$ cat config.mk
export PLATFORM = sky130hd
export DESIGN_NAME = circular_double_ended_queue_core
export DESIGN_NICKNAME = d
export VERILOG_FILES = /design/src/design/cdq_pkg.sv /design/src/design/circular_double_ended_queue_core.sv
export VERILOG_INCLUDE_DIRS = /design/src /design/src/design
export SDC_FILE = /design/constraint.sdc
export NUM_CORES = 1
export LEC_CHECK = 0
export BUFFER_PORTS_ARGS = -buffer_cell sky130_fd_sc_hd__buf_2
export CORE_UTILIZATION = 50
export CTS_BUF_LIST = sky130_fd_sc_hd__clkbuf_16
export DETAILED_ROUTE_END_ITERATION = 12
export MAX_ROUTING_LAYER = met4
export PLACE_DENSITY = 0.67
export SLEW_MARGIN = 10
export SYNTH_ARGS = -nofsm -noshare
export SYNTH_HDL_FRONTEND = slang
export SYNTH_SLANG_ARGS = --single-unit
$ cat constraint.sdc
create_clock -name clock -period 5 [get_ports clock]
set_input_delay 0.25 -clock clock [delete_from_list [all_inputs] [get_ports clock]]
set_output_delay 0.25 -clock clock [all_outputs]
set_load 0.005 [all_outputs]
$ cat src/design/circular_double_ended_queue_core_macros.svh
// Assertion macros for the deque core.
// Depends on a clock named clock and a reset named reset in the including scope.
`ifndef CIRCULAR_DOUBLE_ENDED_QUEUE_CORE_MACROS_SVH
`define CIRCULAR_DOUBLE_ENDED_QUEUE_CORE_MACROS_SVH

// Same-cycle implication, checked outside reset.
`define CDQ_ASSERT_NOW(label, ante, cons) \
   label: assert property (@(posedge clock) disable iff (reset) (ante) |-> (cons)) \
      else $error("deque core check failed");

// Next-cycle implication, checked outside reset.
`define CDQ_ASSERT_NEXT(label, ante, cons) \
   label: assert property (@(posedge clock) disable iff (reset) (ante) |=> (cons)) \
      else $error("deque core check failed");

`endif

$ cat src/design/cdq_pkg.sv
// Package for the circular deque core: request/response types, opcodes, constants.
// No dependencies.
`timescale 1ns / 1ps
`default_nettype none

package cdq_pkg;

   localparam int DEPTH_DEFAULT = 16;
   localparam int CAP_WIDTH     = 5;
   localparam int CAP_RESET     = 16;
   localparam int WORD_WIDTH    = 32;
   localparam int OP_WIDTH      = 3;

   localparam logic [OP_WIDTH-1:0] OP_PUSH_FRONT = 3'd0;
   localparam logic [OP_WIDTH-1:0] OP_PUSH_REAR  = 3'd1;
   localparam logic [OP_WIDTH-1:0] OP_POP_FRONT  = 3'd2;
   localparam logic [OP_WIDTH-1:0] OP_POP_REAR   = 3'd3;
   localparam logic [OP_WIDTH-1:0] OP_QUERY      = 3'd4;

   localparam logic signed [WORD_WIDTH-1:0] EMPTY_WORD = '1;

   typedef struct packed {
      logic [OP_WIDTH-1:0]          opcode;
      logic signed [WORD_WIDTH-1:0] value;
   } req_type;

   typedef struct packed {
      logic                         ok;
      logic signed [WORD_WIDTH-1:0] popped_value;
      logic signed [WORD_WIDTH-1:0] front_value;
      logic signed [WORD_WIDTH-1:0] rear_value;
      logic                         is_empty;
      logic                         is_full;
   } rsp_type;

endpackage

`default_nettype wire

$ cat src/design/circular_double_ended_queue_core.sv
// Circular double-ended queue core: entry memory, head/tail pointers, cached end words.
// Depends on cdq_pkg and circular_double_ended_queue_core_macros.svh.
//
//   channel | ports                      | handshake
//   --------+----------------------------+-------------------------------------
//   request | start, busy, req_data      | taken when start high, busy and csr_we low
//   result  | rsp_valid, rsp_data        | one cycle, cannot be held off
//   csr     | csr_we, csr_wdata          | capacity written when csr_we is high
//
// At the accept edge a request updates pointers, writes a pushed word and reads the new
// end entry from the registered-read memory; the result shows in the next cycle with
// busy high, and no new request is taken while busy is high.
// The receiver cannot stall; busy is high only for the one result cycle.
// Synchronous reset empties the deque and sets capacity to 16 (limited to DEPTH).
// A capacity write empties the deque; the memory contents are kept.
`timescale 1ns / 1ps
`default_nettype none
`include "circular_double_ended_queue_core_macros.svh"

module circular_double_ended_queue_core #(
   parameter int DEPTH = cdq_pkg::DEPTH_DEFAULT
) (
   input  wire                                  clock,
   input  wire                                  reset,
   input  wire                                  start,
   output logic                                 busy,
   input  wire cdq_pkg::req_type                req_data,
   output logic                                 rsp_valid,
   output cdq_pkg::rsp_type                     rsp_data,
   input  wire                                  csr_we,
   input  wire [cdq_pkg::CAP_WIDTH-1:0]         csr_wdata
);

   localparam int IW = $clog2(DEPTH);
   localparam int CW = $clog2(DEPTH + 1);
   localparam int AW = (CW > cdq_pkg::CAP_WIDTH) ? CW : cdq_pkg::CAP_WIDTH;
   localparam int CAP_INIT = (cdq_pkg::CAP_RESET > DEPTH) ? DEPTH : cdq_pkg::CAP_RESET;

   logic signed [cdq_pkg::WORD_WIDTH-1:0] mem [DEPTH];

   logic [IW-1:0]                         head_ff, head_in;
   logic [IW-1:0]                         tail_ff, tail_in;
   logic [CW-1:0]                         cnt_ff, cnt_in;
   logic [CW-1:0]                         cap_ff;
   logic signed [cdq_pkg::WORD_WIDTH-1:0] front_ff, front_in;
   logic signed [cdq_pkg::WORD_WIDTH-1:0] rear_ff, rear_in;
   logic signed [cdq_pkg::WORD_WIDTH-1:0] pop_ff, pop_in;
   logic signed [cdq_pkg::WORD_WIDTH-1:0] rd_data_ff;
   logic                                  ok_ff, ok_in;
   logic                                  fixf_ff, fixf_in;
   logic                                  fixr_ff, fixr_in;
   logic                                  pend_ff;

   logic                                  accept;
   logic                                  mem_we;
   logic [IW-1:0]                         waddr;
   logic [IW-1:0]                         raddr;
   logic [AW-1:0]                         cap_wide;
   logic [CW-1:0]                         cap_sat;
   logic signed [cdq_pkg::WORD_WIDTH-1:0] front_out;
   logic signed [cdq_pkg::WORD_WIDTH-1:0] rear_out;

   assign accept = start && !pend_ff;
   assign busy   = pend_ff;

   // Clamp a written capacity into 1..DEPTH.
   always_comb begin
      cap_wide = AW'(csr_wdata);
      if (cap_wide == '0) begin
         cap_sat = CW'(1);
      end else if (cap_wide > AW'(DEPTH)) begin
         cap_sat = CW'(DEPTH);
      end else begin
         cap_sat = CW'(cap_wide);
      end
   end

   always_comb begin
      head_in  = head_ff;
      tail_in  = tail_ff;
      cnt_in   = cnt_ff;
      front_in = front_ff;
      rear_in  = rear_ff;
      pop_in   = cdq_pkg::EMPTY_WORD;
      ok_in    = 1'b0;
      fixf_in  = 1'b0;
      fixr_in  = 1'b0;
      mem_we   = 1'b0;
      waddr    = head_ff;
      raddr    = head_ff;
      case (req_data.opcode)
         cdq_pkg::OP_PUSH_FRONT, cdq_pkg::OP_PUSH_REAR: begin
            if (cnt_ff < cap_ff) begin
               ok_in  = 1'b1;
               mem_we = 1'b1;
               cnt_in = cnt_ff + CW'(1);
               if (cnt_ff == '0) begin
                  head_in  = '0;
                  tail_in  = '0;
                  waddr    = '0;
                  front_in = req_data.value;
                  rear_in  = req_data.value;
               end else if (req_data.opcode == cdq_pkg::OP_PUSH_FRONT) begin
                  head_in  = (head_ff == '0) ? IW'(cap_ff - CW'(1)) : head_ff - IW'(1);
                  waddr    = head_in;
                  front_in = req_data.value;
               end else begin
                  tail_in = ((CW'(tail_ff) + CW'(1)) >= cap_ff) ? '0 : tail_ff + IW'(1);
                  waddr   = tail_in;
                  rear_in = req_data.value;
               end
            end
         end
         cdq_pkg::OP_POP_FRONT, cdq_pkg::OP_POP_REAR: begin
            if (cnt_ff != '0) begin
               ok_in  = 1'b1;
               cnt_in = cnt_ff - CW'(1);
               if (req_data.opcode == cdq_pkg::OP_POP_FRONT) begin
                  pop_in  = front_ff;
                  head_in = ((CW'(head_ff) + CW'(1)) >= cap_ff) ? '0 : head_ff + IW'(1);
                  raddr   = head_in;
                  fixf_in = 1'b1;
               end else begin
                  pop_in  = rear_ff;
                  tail_in = (tail_ff == '0) ? IW'(cap_ff - CW'(1)) : tail_ff - IW'(1);
                  raddr   = tail_in;
                  fixr_in = 1'b1;
               end
               // Drop to the empty layout when the last element leaves.
               if (cnt_in == '0) begin
                  head_in  = '0;
                  tail_in  = '0;
                  front_in = cdq_pkg::EMPTY_WORD;
                  rear_in  = cdq_pkg::EMPTY_WORD;
                  fixf_in  = 1'b0;
                  fixr_in  = 1'b0;
               end
            end
         end
         default: begin
         end
      endcase
   end

   // Entry memory: one write and one registered read per cycle.
   always_ff @(posedge clock) begin
      if (accept && mem_we) begin
         mem[waddr] <= req_data.value;
      end
      rd_data_ff <= mem[raddr];
   end

   always_ff @(posedge clock) begin
      if (reset) begin
         head_ff  <= '0;
         tail_ff  <= '0;
         cnt_ff   <= '0;
         cap_ff   <= CW'(CAP_INIT);
         front_ff <= cdq_pkg::EMPTY_WORD;
         rear_ff  <= cdq_pkg::EMPTY_WORD;
         pend_ff  <= 1'b0;
         fixf_ff  <= 1'b0;
         fixr_ff  <= 1'b0;
      end else if (csr_we) begin
         head_ff  <= '0;
         tail_ff  <= '0;
         cnt_ff   <= '0;
         cap_ff   <= cap_sat;
         front_ff <= cdq_pkg::EMPTY_WORD;
         rear_ff  <= cdq_pkg::EMPTY_WORD;
         pend_ff  <= 1'b0;
         fixf_ff  <= 1'b0;
         fixr_ff  <= 1'b0;
      end else if (accept) begin
         head_ff  <= head_in;
         tail_ff  <= tail_in;
         cnt_ff   <= cnt_in;
         front_ff <= front_in;
         rear_ff  <= rear_in;
         pend_ff  <= 1'b1;
         fixf_ff  <= fixf_in;
         fixr_ff  <= fixr_in;
      end else if (pend_ff) begin
         // Fold the freshly read end word into the cache.
         front_ff <= front_out;
         rear_ff  <= rear_out;
         pend_ff  <= 1'b0;
         fixf_ff  <= 1'b0;
         fixr_ff  <= 1'b0;
      end
   end

   always_ff @(posedge clock) begin
      if (accept) begin
         ok_ff  <= ok_in;
         pop_ff <= pop_in;
      end
   end

   assign front_out = fixf_ff ? rd_data_ff : front_ff;
   assign rear_out  = fixr_ff ? rd_data_ff : rear_ff;

   assign rsp_valid             = pend_ff;
   assign rsp_data.ok           = ok_ff;
   assign rsp_data.popped_value = pop_ff;
   assign rsp_data.front_value  = front_out;
   assign rsp_data.rear_value   = rear_out;
   assign rsp_data.is_empty     = (cnt_ff == '0);
   assign rsp_data.is_full      = (cnt_ff == cap_ff);

   `CDQ_ASSERT_NEXT(a_accept_gives_result, start && !busy && !csr_we, rsp_valid)
   `CDQ_ASSERT_NEXT(a_single_result, rsp_valid, !rsp_valid)
   `CDQ_ASSERT_NOW(a_count_in_capacity, 1'b1, cnt_ff <= cap_ff)
   `CDQ_ASSERT_NOW(a_empty_layout, cnt_ff == '0, head_ff == '0 && tail_ff == '0 && !fixf_ff && !fixr_ff)

endmodule

`default_nettype wire
==> flow_metrics.tcl, run 1 <==
set metrics [dict create \
    path_cells "nand3_1, xnor2_1, ha_1, or2_2, a2111oi_0, nor2_1, a22o_4, buf_12, mux2i_1, a22oi_1, a22oi_1, o211ai_1" \
    ios 145 \
    rsz0062_at_grt "no" \
    routed_wirelength_mm 70.2 \
    dp.cells 2853 \
    end_kind "flip-flop" \
    yosys_warnings 0 \
    vias 18200 \
    wl_met3_mm 5.83 \
    path_delay_family "compound AO/OA/AOI/OAI gates" \
    cp_num_cells 12 \
    status "complete, no violations" \
    grt_pass1_vias 17300 \
    cpMostUsedCell "a22oi_1" \
    core-area_um2 54200 \
    fillers 4244 \
    synthFlopType "edfxtp_1" \
    final-hold-violation-count 0 \
    die_w_um 237 \
    seqCellArea_um2 18700 \
    p_leak_uw 0.0118 \
    drt-met1-wl_mm 31.9 \
    critPathMaxStageDelay_ns 0.58 \
    start_kind "flip-flop" \
    power_uw 11500 \
    layout-drive-gt1-share_pct 16.9 \
    ctsResizeCount 0 \
    crit_type "reg2reg" \
    pwr-share-clk_pct 40.9 \
    area_growth_pct 13.4 \
    final_nets 2302 \
    track_usage_pct 25.7 \
    hpwl_mm 41.7 \
    clkSinkCount 662 \
    ant_nets 0 \
    p_int_uw 8860 \
    grt_start_max_net_pins 96 \
    arrival_ns 4.67 \
    fp.dieArea_um2 56300 \
    seqPwrFrac_pct 52.9 \
    async_reset_ff_share_pct 0 \
    yosysTopAreaCellShare_pct 59.1 \
    slew_viol_final 0 \
    crit_start "head_ff[0]" \
    path_clk_slew_ns 0.06 \
    rr_worst_depth 12 \
    syn_nets 2193 \
    die_y_um 237 \
    cp_data_required_time_ns 5.45 \
    min_period_ns 4.22 \
    antenna_found_initial 2 \
    vdd_drop_max_mv 0.234 \
    netSwitchingFraction_pct 23.1 \
    worst_pin_slew_ns 1.21 \
    io_buffer_count 144 \
    ys_types 57 \
    htreeDepth 3 \
    post_drt_wl_per_cell_um 23.5 \
    min_path_type "in2reg" \
    start_util_pct 51.0 \
    drv_cap 0 \
    grt_pass1_wl_mm 107 \
    rows 85 \
    netSwitchingPower_uw 2670 \
    finalNonFillerCells 2988 \
    postCtsSetupBuffers 0 \
    highest_layer "met4" \
    synth_seq_cells 662 \
    r2r_slack_ns 0.78 \
    timing.fmax_mhz 237 \
    postSynthCellCount 2126 \
    pwr-share-comb_pct 6.2 \
    endpoint "rd_data_ff[1]" \
    ys_seq_area_share_pct 67.6 \
    avgSynthCellArea_um2 13.0 \
    numCtsBuffers 71 \
    place.gp.congestion 0.871 \
    yosysTopAreaCell "edfxtp_1" \
    tns_ns 0 \
    cp_max_fo 93 \
    final-setup-viol-count 0 \
    cts_tree "yes" \
    r2r-end "rd_data_ff[1]" \
    cts_hold_buf 5 \
    critPathBufInv 1 \
    slew_headroom_pct 18.3 \
    drtPass1Iterations 6 \
    r2r_start "head_ff[0]" \
    overflow 0 \
    crit_slowest_cell "dfxtp_1" \
    synth_top_cells_by_area "edfxtp_1 59%, dfxtp_1 8.5%, nand2_1 5.6%, mux2i_1 5.1%, o211ai_1 2.8%" \
    netlist_area_um2 27700 \
    via_per_inst 6.10 \
    synth_edf_count 545 \
    wl_met2_mm 31.2 \
    clock_skew_ns 0.0235 \
    finalCritPeriodShare_pct 84.4 \
    clock_latency_ns 0.62 \
    p_per_area_nw_per_um2 367 \
    drc 0 \
    cts-root-buf "clkbuf_16" \
    clk_path_buf_depth 3 \
    first_iter_violations 1875 \
    multi_input_comb_area_um2 8420 \
]
==> Yosys cell counts, types with 36 or more instances <==
cell type / instances
mux2_2: 66
clkbuf_1: 108
edfxtp_1: 545
a21oi_1: 76
buf_2: 37
o22ai_1: 67
a31oi_1: 99
nand3_1: 36
nand2_1: 415
nor2_1: 53
o211ai_1: 102
a22oi_1: 64
mux2i_1: 141
dfxtp_1: 117
==> metrics by stage <==
step | hold slack (ns) | worst slack [ns] | util, % | cell area (um2)
floorplan | 0.322 | 1.09 | - | 27700
global placement | 0.482 | 0.991 | 53.9 | 29200
detailed placement | 0.490 | 0.898 | 53.9 | 29200
CTS | 0.0162 | 0.867 | 57.8 | 31400
global route | 0.0455 | 0.634 | 57.8 | 31400
finish | 0.0574 | 0.779 | 57.8 | 31400
==> kinds of logic after synthesis <==
| kind of cell | synth area share [%] |
|---|---|
| flip-flops | 67.6 |
| AND/OR/NAND/NOR | 8.24 |
| AO/OA/AOI/OAI | 12.2 |
| multiplexers | 7.79 |
| buffers and inverters | 2.78 |
| adder cells (fa/ha/maj) | 1.04 |
| XOR/XNOR | 0.348 |
==> power groups by stage <==
stage | sequential (uW) | clock, uW | combinational [uW]
after global placement | 6210 | 0 | 693
final | 6100 | 4710 | 718
after floorplan | 6170 | 0 | 448
after detailed placement | 6210 | 0 | 708
after global routing | 6100 | 5010 | 783
after CTS | 6090 | 4790 | 714
==> placed cells by master, fill, tap and decap left out, types with 67 or more instances in the layout <==
cell	instances
a21oi_1	75
mux2i_1	141
a31oi_1	99
o211ai_1	102
clkbuf_16	71
dfxtp_1	115
buf_2	144
nand2_1	412
edfxtp_1	545
o22ai_1	67
==> registers in the layout, indices dropped and copies added, names as in the netlist, 4 cells and up <==
signal and count:
cap_ff 5, pop_ff 32, rd_data_ff 32, front_ff 32
mem 512, head_ff 4, rear_ff 32, cnt_ff 5
tail_ff 4
==> worst min-delay path by stage <==
| stage | startpoint | to | depth (start not counted) |
|---|---|---|---|
| 6_report | req_data[11] | mem[14][11] | 1 |
| 5_1_grt | req_data[11] | mem[13][11] | 1 |
| 2_1_floorplan | reset | cap_ff[0] | 1 |
| 4_1_cts | csr_wdata[3] | cap_ff[3] | 4 |
| 3_3_place_gp | rear_ff[11] | rear_ff[11] | 2 |
| 3_5_place_dp | front_ff[5] | front_ff[5] | 2 |
==> layout make-up <==
class / count / share of cell area (%)
Clock inverter: 58 / 0.981
Tap cell: 696 / 2.78
Timing Repair Buffer: 195 / 3.88
Inverter: 18 / 0.223
Clock buffer: 71 / 5.66
Multi-Input combinational cell: 1287 / 26.8
Sequential cell: 662 / 59.6
Antenna cell: 1 / 0.00798
==> routing by layer <==
layer  global-route usage (%)  vias up
met5                        -        -
met4                     6.49        0
met3                     4.39      101
met2                     37.3      758
met1                     37.7     9053
li1                         -     8321
No activity file was read; power rests on OpenSTA's default activity.
==> run 2, diff against run 1 <==
--- a/config.mk
+++ b/config.mk
@@ -6,6 +6,7 @@
 export SDC_FILE = /design/constraint.sdc
 export NUM_CORES = 1
 export LEC_CHECK = 0
+export ABC_AREA = 1
 export BUFFER_PORTS_ARGS = -buffer_cell sky130_fd_sc_hd__buf_2
 export CORE_UTILIZATION = 50
 export CTS_BUF_LIST = sky130_fd_sc_hd__clkbuf_16
==> constraint.sdc (replaced) <==
create_clock -name clock -period 4.2 [get_ports clock]
set_input_delay 0.21 -clock clock [delete_from_list [all_inputs] [get_ports clock]]
set_output_delay 0.21 -clock clock [all_outputs]
set_load 0.005 [all_outputs]
==> flow_metrics.tcl, run 2 <==
set metrics [dict create \
    numCtsBuffers 71 \
    first_iter_violations 2437 \
    netlist_area_um2 29800 \
    ant_nets 0 \
    postCtsSetupBuffers 0 \
    track_usage_pct 28.2 \
    end_kind "flip-flop" \
    core-area_um2 58900 \
    path_delay_family "simple AND/OR/NAND/NOR gates" \
    synthFlopType "edfxtp_1" \
    vias 22900 \
    synth_top_cells_by_area "edfxtp_1 55%, nand2_1 11%, nand3_1 11%, dfxtp_1 7.9%, inv_1 4.3%" \
    rsz0062_at_grt "no" \
    timing.fmax_mhz 274 \
    p_leak_uw 0.0143 \
    crit_type "reg2reg" \
    synth_common_cells "905 x nand2_1, 663 x nand3_1, 545 x edfxtp_1, 341 x inv_1, 121 x nor2_1" \
    layout-drive-gt1-share_pct 10.5 \
    critPathBufInv 1 \
    area_growth_pct 13.8 \
    async_reset_ff_share_pct 0 \
    hpwl_mm 50.6 \
    grt_start_max_net_pins 105 \
    vdd_drop_max_mv 0.316 \
    n_antenna_cell 0 \
    cp_data_required_time_ns 4.50 \
    synth_top_family_by_area "simple AND/OR/NAND/NOR gates" \
    post_drt_wl_per_cell_um 20.4 \
    min_period_ns 3.65 \
    finalCritPeriodShare_pct 87.0 \
    clock_latency_ns 0.62 \
    via_per_inst 5.64 \
    synth_edf_count 545 \
    status "complete, no violations" \
    worst_pin_slew_ns 1.08 \
    path_cells "ha_1, xor2_1, ha_1, a21o_1, a21o_1, nor2_1, nand3_1, nand2_1, nand3_1, nor2_1, nand2_1, nor2_4, buf_4" \
    crit_slowest_cell "nor2_4" \
    start_kind "flip-flop" \
    clock_skew_ns 0.0243 \
    top_register "mem" \
    synthMuxAreaShare_pct 0.0378 \
    tns_ns 0 \
    cts-root-buf "clkbuf_16" \
    clk_path_buf_depth 3 \
    synth_seq_cells 662 \
    synth.most_common_cell "nand2_1" \
    critPathMaxStageDelay_ns 0.52 \
    io_buffer_count 144 \
    layout_commonest_cell "nand2_1" \
    min_path_type "in2reg" \
    cts_tree "yes" \
    final_nets 3303 \
    clkSinkCount 662 \
    largest_register_ff_count 512 \
    arrival_ns 3.95 \
    start_util_pct 50.5 \
    final-setup-viol-count 0 \
    fp.dieArea_um2 60500 \
    postSynthCellCount 3143 \
    ys_seq_area_share_pct 62.9 \
    grt_pass1_vias 21800 \
    routed_wirelength_mm 83.1 \
    synth_compound_area_share_pct 3.68 \
    place.gp.congestion 0.890 \
    ys_types 39 \
    most-common-layout-cells "905 x nand2_1, 663 x nand3_1, 545 x edfxtp_1" \
    synth_fa_ha_area_share_pct 0.967 \
    cp_max_fo 14 \
    yosysTopAreaCell "edfxtp_1" \
    slew_viol_final 0 \
    final-hold-violation-count 0 \
    yosys_warnings 0 \
    drv_cap 0 \
    synth-simple-area-share_pct 24.7 \
    ios 145 \
    synthXorXnorAreaFrac_pct 0.294 \
    drc 0 \
    htreeDepth 3 \
    p_per_area_nw_per_um2 436 \
    syn_nets 3210 \
    die_w_um 246 \
    yosysTopAreaCellShare_pct 55.0 \
    slew_headroom_pct 27.5 \
    rows 89 \
    drtPass1Iterations 5 \
    grt_pass1_wl_mm 127 \
    utilization_pct 57.5 \
    path_clk_slew_ns 0.06 \
    overflow 0 \
    die_y_um 246 \
    avgSynthCellArea_um2 9.47 \
    antenna_found_initial 2 \
]
## run 2: stage by stage
step | cells | power [uW] | setup slack, ns | hold WS [ns] | area [um2]
6_report | 4065 | 14800 | 0.547 | 0.0394 | 33800
3_5_place_dp | 3924 | 8610 | 0.554 | 0.473 | 31400
5_1_grt | 4065 | 15200 | 0.334 | 0.0324 | 33800
3_3_place_gp | 3924 | 8580 | 0.597 | 0.451 | 31400
4_1_cts | 4065 | 14800 | 0.551 | 0.00595 | 33800
2_1_floorplan | 3143 | 8120 | 0.385 | 0.309 | 29800
## run 2: layout make-up
class                      instances  area [um2]
sequential                       662       18700
inverter                         347        1300
clock buffer                      72        1800
fill                            4946       25100
tap                              773         967
timing repair buffer             214        1500
multi-input combinational       1940        9040
clock inverter                    57         526
## run 2: what timing repair did
action	4_1_cts	5_1_grt
resized for setup	0	0
hold endpoints to repair	15	0
hold buffers	12	0
## run 2: logic make-up after synthesis
| family | count (synthesis) |
|---|---|
| simple gates | 1714 |
| flops | 662 |
| buf+inv | 541 |
| compound gates | 192 |
| fa+ha+maj | 23 |
| xor+xnor | 10 |
| mux | 1 |
## run 2: worst register-to-register path: stages, from the launching register on
cell	delay (ns)
dfxtp_1	0.45
ha_1	0.23
xor2_1	0.24
ha_1	0.30
a21o_1	0.19
a21o_1	0.16
nor2_1	0.16
nand3_1	0.12
nand2_1	0.09
nand3_1	0.11
nor2_1	0.18
nand2_1	0.27
nor2_4	0.52
buf_4	0.35
## run 2: layer usage
metal,global-route usage [%],vias to the layer above,share of wire (%)
li1,-,10700,-
met1,40.5,11000,44
met2,42.0,1155,45
met3,4.15,107,9.4
met4,7.00,0,1.5
met5,-,-,0
## run 2: final timing paths
path | from | endpoint | slack, ns | cells after the start
max reg2reg | tail_ff[0] | mem[13][20] | 0.55 | 13
min reg2reg | front_ff[19] | front_ff[19] | 0.48 | 2
max | tail_ff[0] | mem[13][20] | 0.55 | 13
min | csr_we | cap_ff[4] | 0.04 | 6
## run 2: power by group
part | leakage (uW) | switching (uW) | internal, uW
clock | 0.00117 | 2610 | 3640
combinational | 0.00728 | 877 | 350
sequential | 0.00580 | 74.6 | 7210
total | 0.0143 | 3560 | 11200
==> run 3, diff against run 2 <==
--- a/config.mk
+++ b/config.mk
@@ -6,7 +6,7 @@
 export SDC_FILE = /design/constraint.sdc
 export NUM_CORES = 1
 export LEC_CHECK = 0
-export ABC_AREA = 1
+export ABC_AREA = 0
 export BUFFER_PORTS_ARGS = -buffer_cell sky130_fd_sc_hd__buf_2
 export CORE_UTILIZATION = 50
 export CTS_BUF_LIST = sky130_fd_sc_hd__clkbuf_16
==> flow_metrics.tcl, run 3 (synthesis results as in run 1) <==
set metrics [dict create \
    endpoint "rd_data_ff[0]" \
    fin_hold_ws_ns 0.0202 \
    timing.final.ws_setup_ns 0.443 \
    crit_start "head_ff[2]" \
    min_path_type "in2reg" \
    ant_nets 0 \
    clock_latency_ns 0.60 \
    htreeDepth 3 \
    pwr-share-clk_pct 42.1 \
    p_leak_uw 0.0119 \
    min_period_ns 3.76 \
    grt_start_max_net_pins 96 \
    finalNonFillerCells 2995 \
    slew_viol_final 0 \
    tns_ns 0 \
    drc 0 \
    track_usage_pct 26.0 \
    path_clk_slew_ns 0.06 \
    die_w_um 237 \
    most-common-layout-cells "545 x edfxtp_1, 412 x nand2_1, 144 x buf_2" \
    final-hold-violation-count 0 \
    utilization_pct 58.6 \
    ios 145 \
    status "complete, no violations" \
    p_int_uw 10900 \
    fp.dieArea_um2 56300 \
    io_buffer_count 144 \
    cp_data_required_time_ns 4.67 \
    drtPass1Iterations 8 \
    timing.fmax_mhz 266 \
    overflow 0 \
    dp.cells 2859 \
    start_util_pct 51.0 \
    layout_commonest_cell "edfxtp_1" \
    top_register "mem" \
    slew_headroom_pct 21.4 \
    cts_tree "yes" \
    first_iter_violations 1761 \
    rows 85 \
    ctsResizeCount 0 \
    via_per_inst 6.10 \
    end_kind "flip-flop" \
    core-area_um2 54200 \
    numCtsBuffers 69 \
    routed_wirelength_mm 70.6 \
    pwr-share-comb_pct 6.2 \
    clk_path_buf_depth 3 \
    clkSinkCount 662 \
    grt_pass1_vias 17700 \
    worst_pin_slew_ns 1.16 \
    largest_register_ff_count 512 \
    cts_hold_buf 11 \
    die_y_um 237 \
    vias 18300 \
    postCtsSetupBuffers 0 \
    finalCritPeriodShare_pct 89.4 \
    netSwitchingPower_uw 3160 \
    start_kind "flip-flop" \
    hpwl_mm 41.4 \
    final_nets 2312 \
    r2r-end "rd_data_ff[0]" \
    place.gp.congestion 0.874 \
    rr_worst_depth 12 \
    layout-drive-gt1-share_pct 17.2 \
    n_antenna_cell 0 \
    seqPwrFrac_pct 51.8 \
    antenna_found_initial 0 \
    final-setup-viol-count 0 \
    p_per_area_nw_per_um2 441 \
    clock_skew_ns 0.0153 \
    area_growth_pct 14.9 \
    cts-root-buf "clkbuf_16" \
    arrival_ns 4.23 \
    drv_cap 0 \
    grt_pass1_wl_mm 108 \
    crit_type "reg2reg" \
    dp_slack_ns 0.585 \
    cp_max_fo 69 \
    r2r_start "head_ff[2]" \
    rsz0062_at_grt "no" \
    vdd_drop_max_mv 0.281 \
    r2r_slack_ns 0.44 \
    netSwitchingFraction_pct 22.5 \
    post_drt_wl_per_cell_um 23.6 \
]
run 3: cell types whose count changed in the layout (fill, tap and decap cells not counted), moves of 68 or more:
cell and change:
mux2i_1 +141, o211ai_1 +101, nand2_1 -493, nor2_1 -68, nand3_1 -627, inv_1 -321
a31oi_1 +96
run 3: how the worst min path moves through the flow:
| stage | start | to | slack [ns] | cells past startpoint |
|---|---|---|---|---|
| floorplan | reset | cap_ff[0] | 0.28 | 1 |
| detailed placement | reset | cap_ff[0] | 0.46 | 2 |
| global placement | reset | cap_ff[0] | 0.45 | 2 |
| finish | req_data[23] | mem[10][23] | 0.02 | 1 |
| global route | req_data[15] | mem[5][15] | 0.02 | 1 |
| CTS | req_data[23] | mem[8][23] | 0.001 | 1 |
run 3: per-stage QoR:
| step | instance area [um2] | total power, uW |
|---|---|---|
| final | 31800 | 14000 |
| after CTS | 31800 | 14100 |
| after detailed placement | 29500 | 8250 |
| after global placement | 29500 | 8220 |
| after global routing | 31800 | 14500 |
| after floorplan | 27700 | 7880 |
run 3: final cells by class:
| type | count | area [um2] |
|---|---|---|
| Clock buffer | 73 | 1830 |
| Clock inverter | 52 | 359 |
| Fill cell | 4230 | 22400 |
| Inverter | 18 | 70.1 |
| Multi-Input combinational cell | 1287 | 8420 |
| Sequential cell | 662 | 18700 |
| Tap cell | 696 | 871 |
| Timing Repair Buffer | 207 | 1530 |
run 3: metal layers:
| metal | track usage, % | routed length (um) | part of all wire, % | vias up |
|---|---|---|---|---|
| li1 | - | - | - | 8332 |
| met1 | 37.6 | 31800 | 45 | 9096 |
| met2 | 38.3 | 31700 | 45 | 732 |
| met3 | 4.05 | 5810 | 8.2 | 105 |
| met4 | 7.17 | 1260 | 1.8 | 0 |
| met5 | - | 0 | 0 | - |
run 3: worst max-delay path: stages, from the launching register on:
cell       delay [ns]
dfxtp_1          0.52
nand3_1          0.15
xnor2_1          0.26
ha_1             0.29
or2_2            0.29
a2111oi_0        0.42
nor2_1           0.18
a22o_4           0.45
buf_12           0.29
mux2i_1          0.23
a22oi_1          0.12
a22oi_1          0.21
o211ai_1         0.11
run 3: power groups by stage:
stage	Combinational (uW)	Clock (uW)	Sequential (uW)
floorplan	533	0	7340
global placement	829	0	7390
detailed placement	849	0	7400
CTS	861	6000	7260
global route	943	6250	7270
finish	865	5910	7260
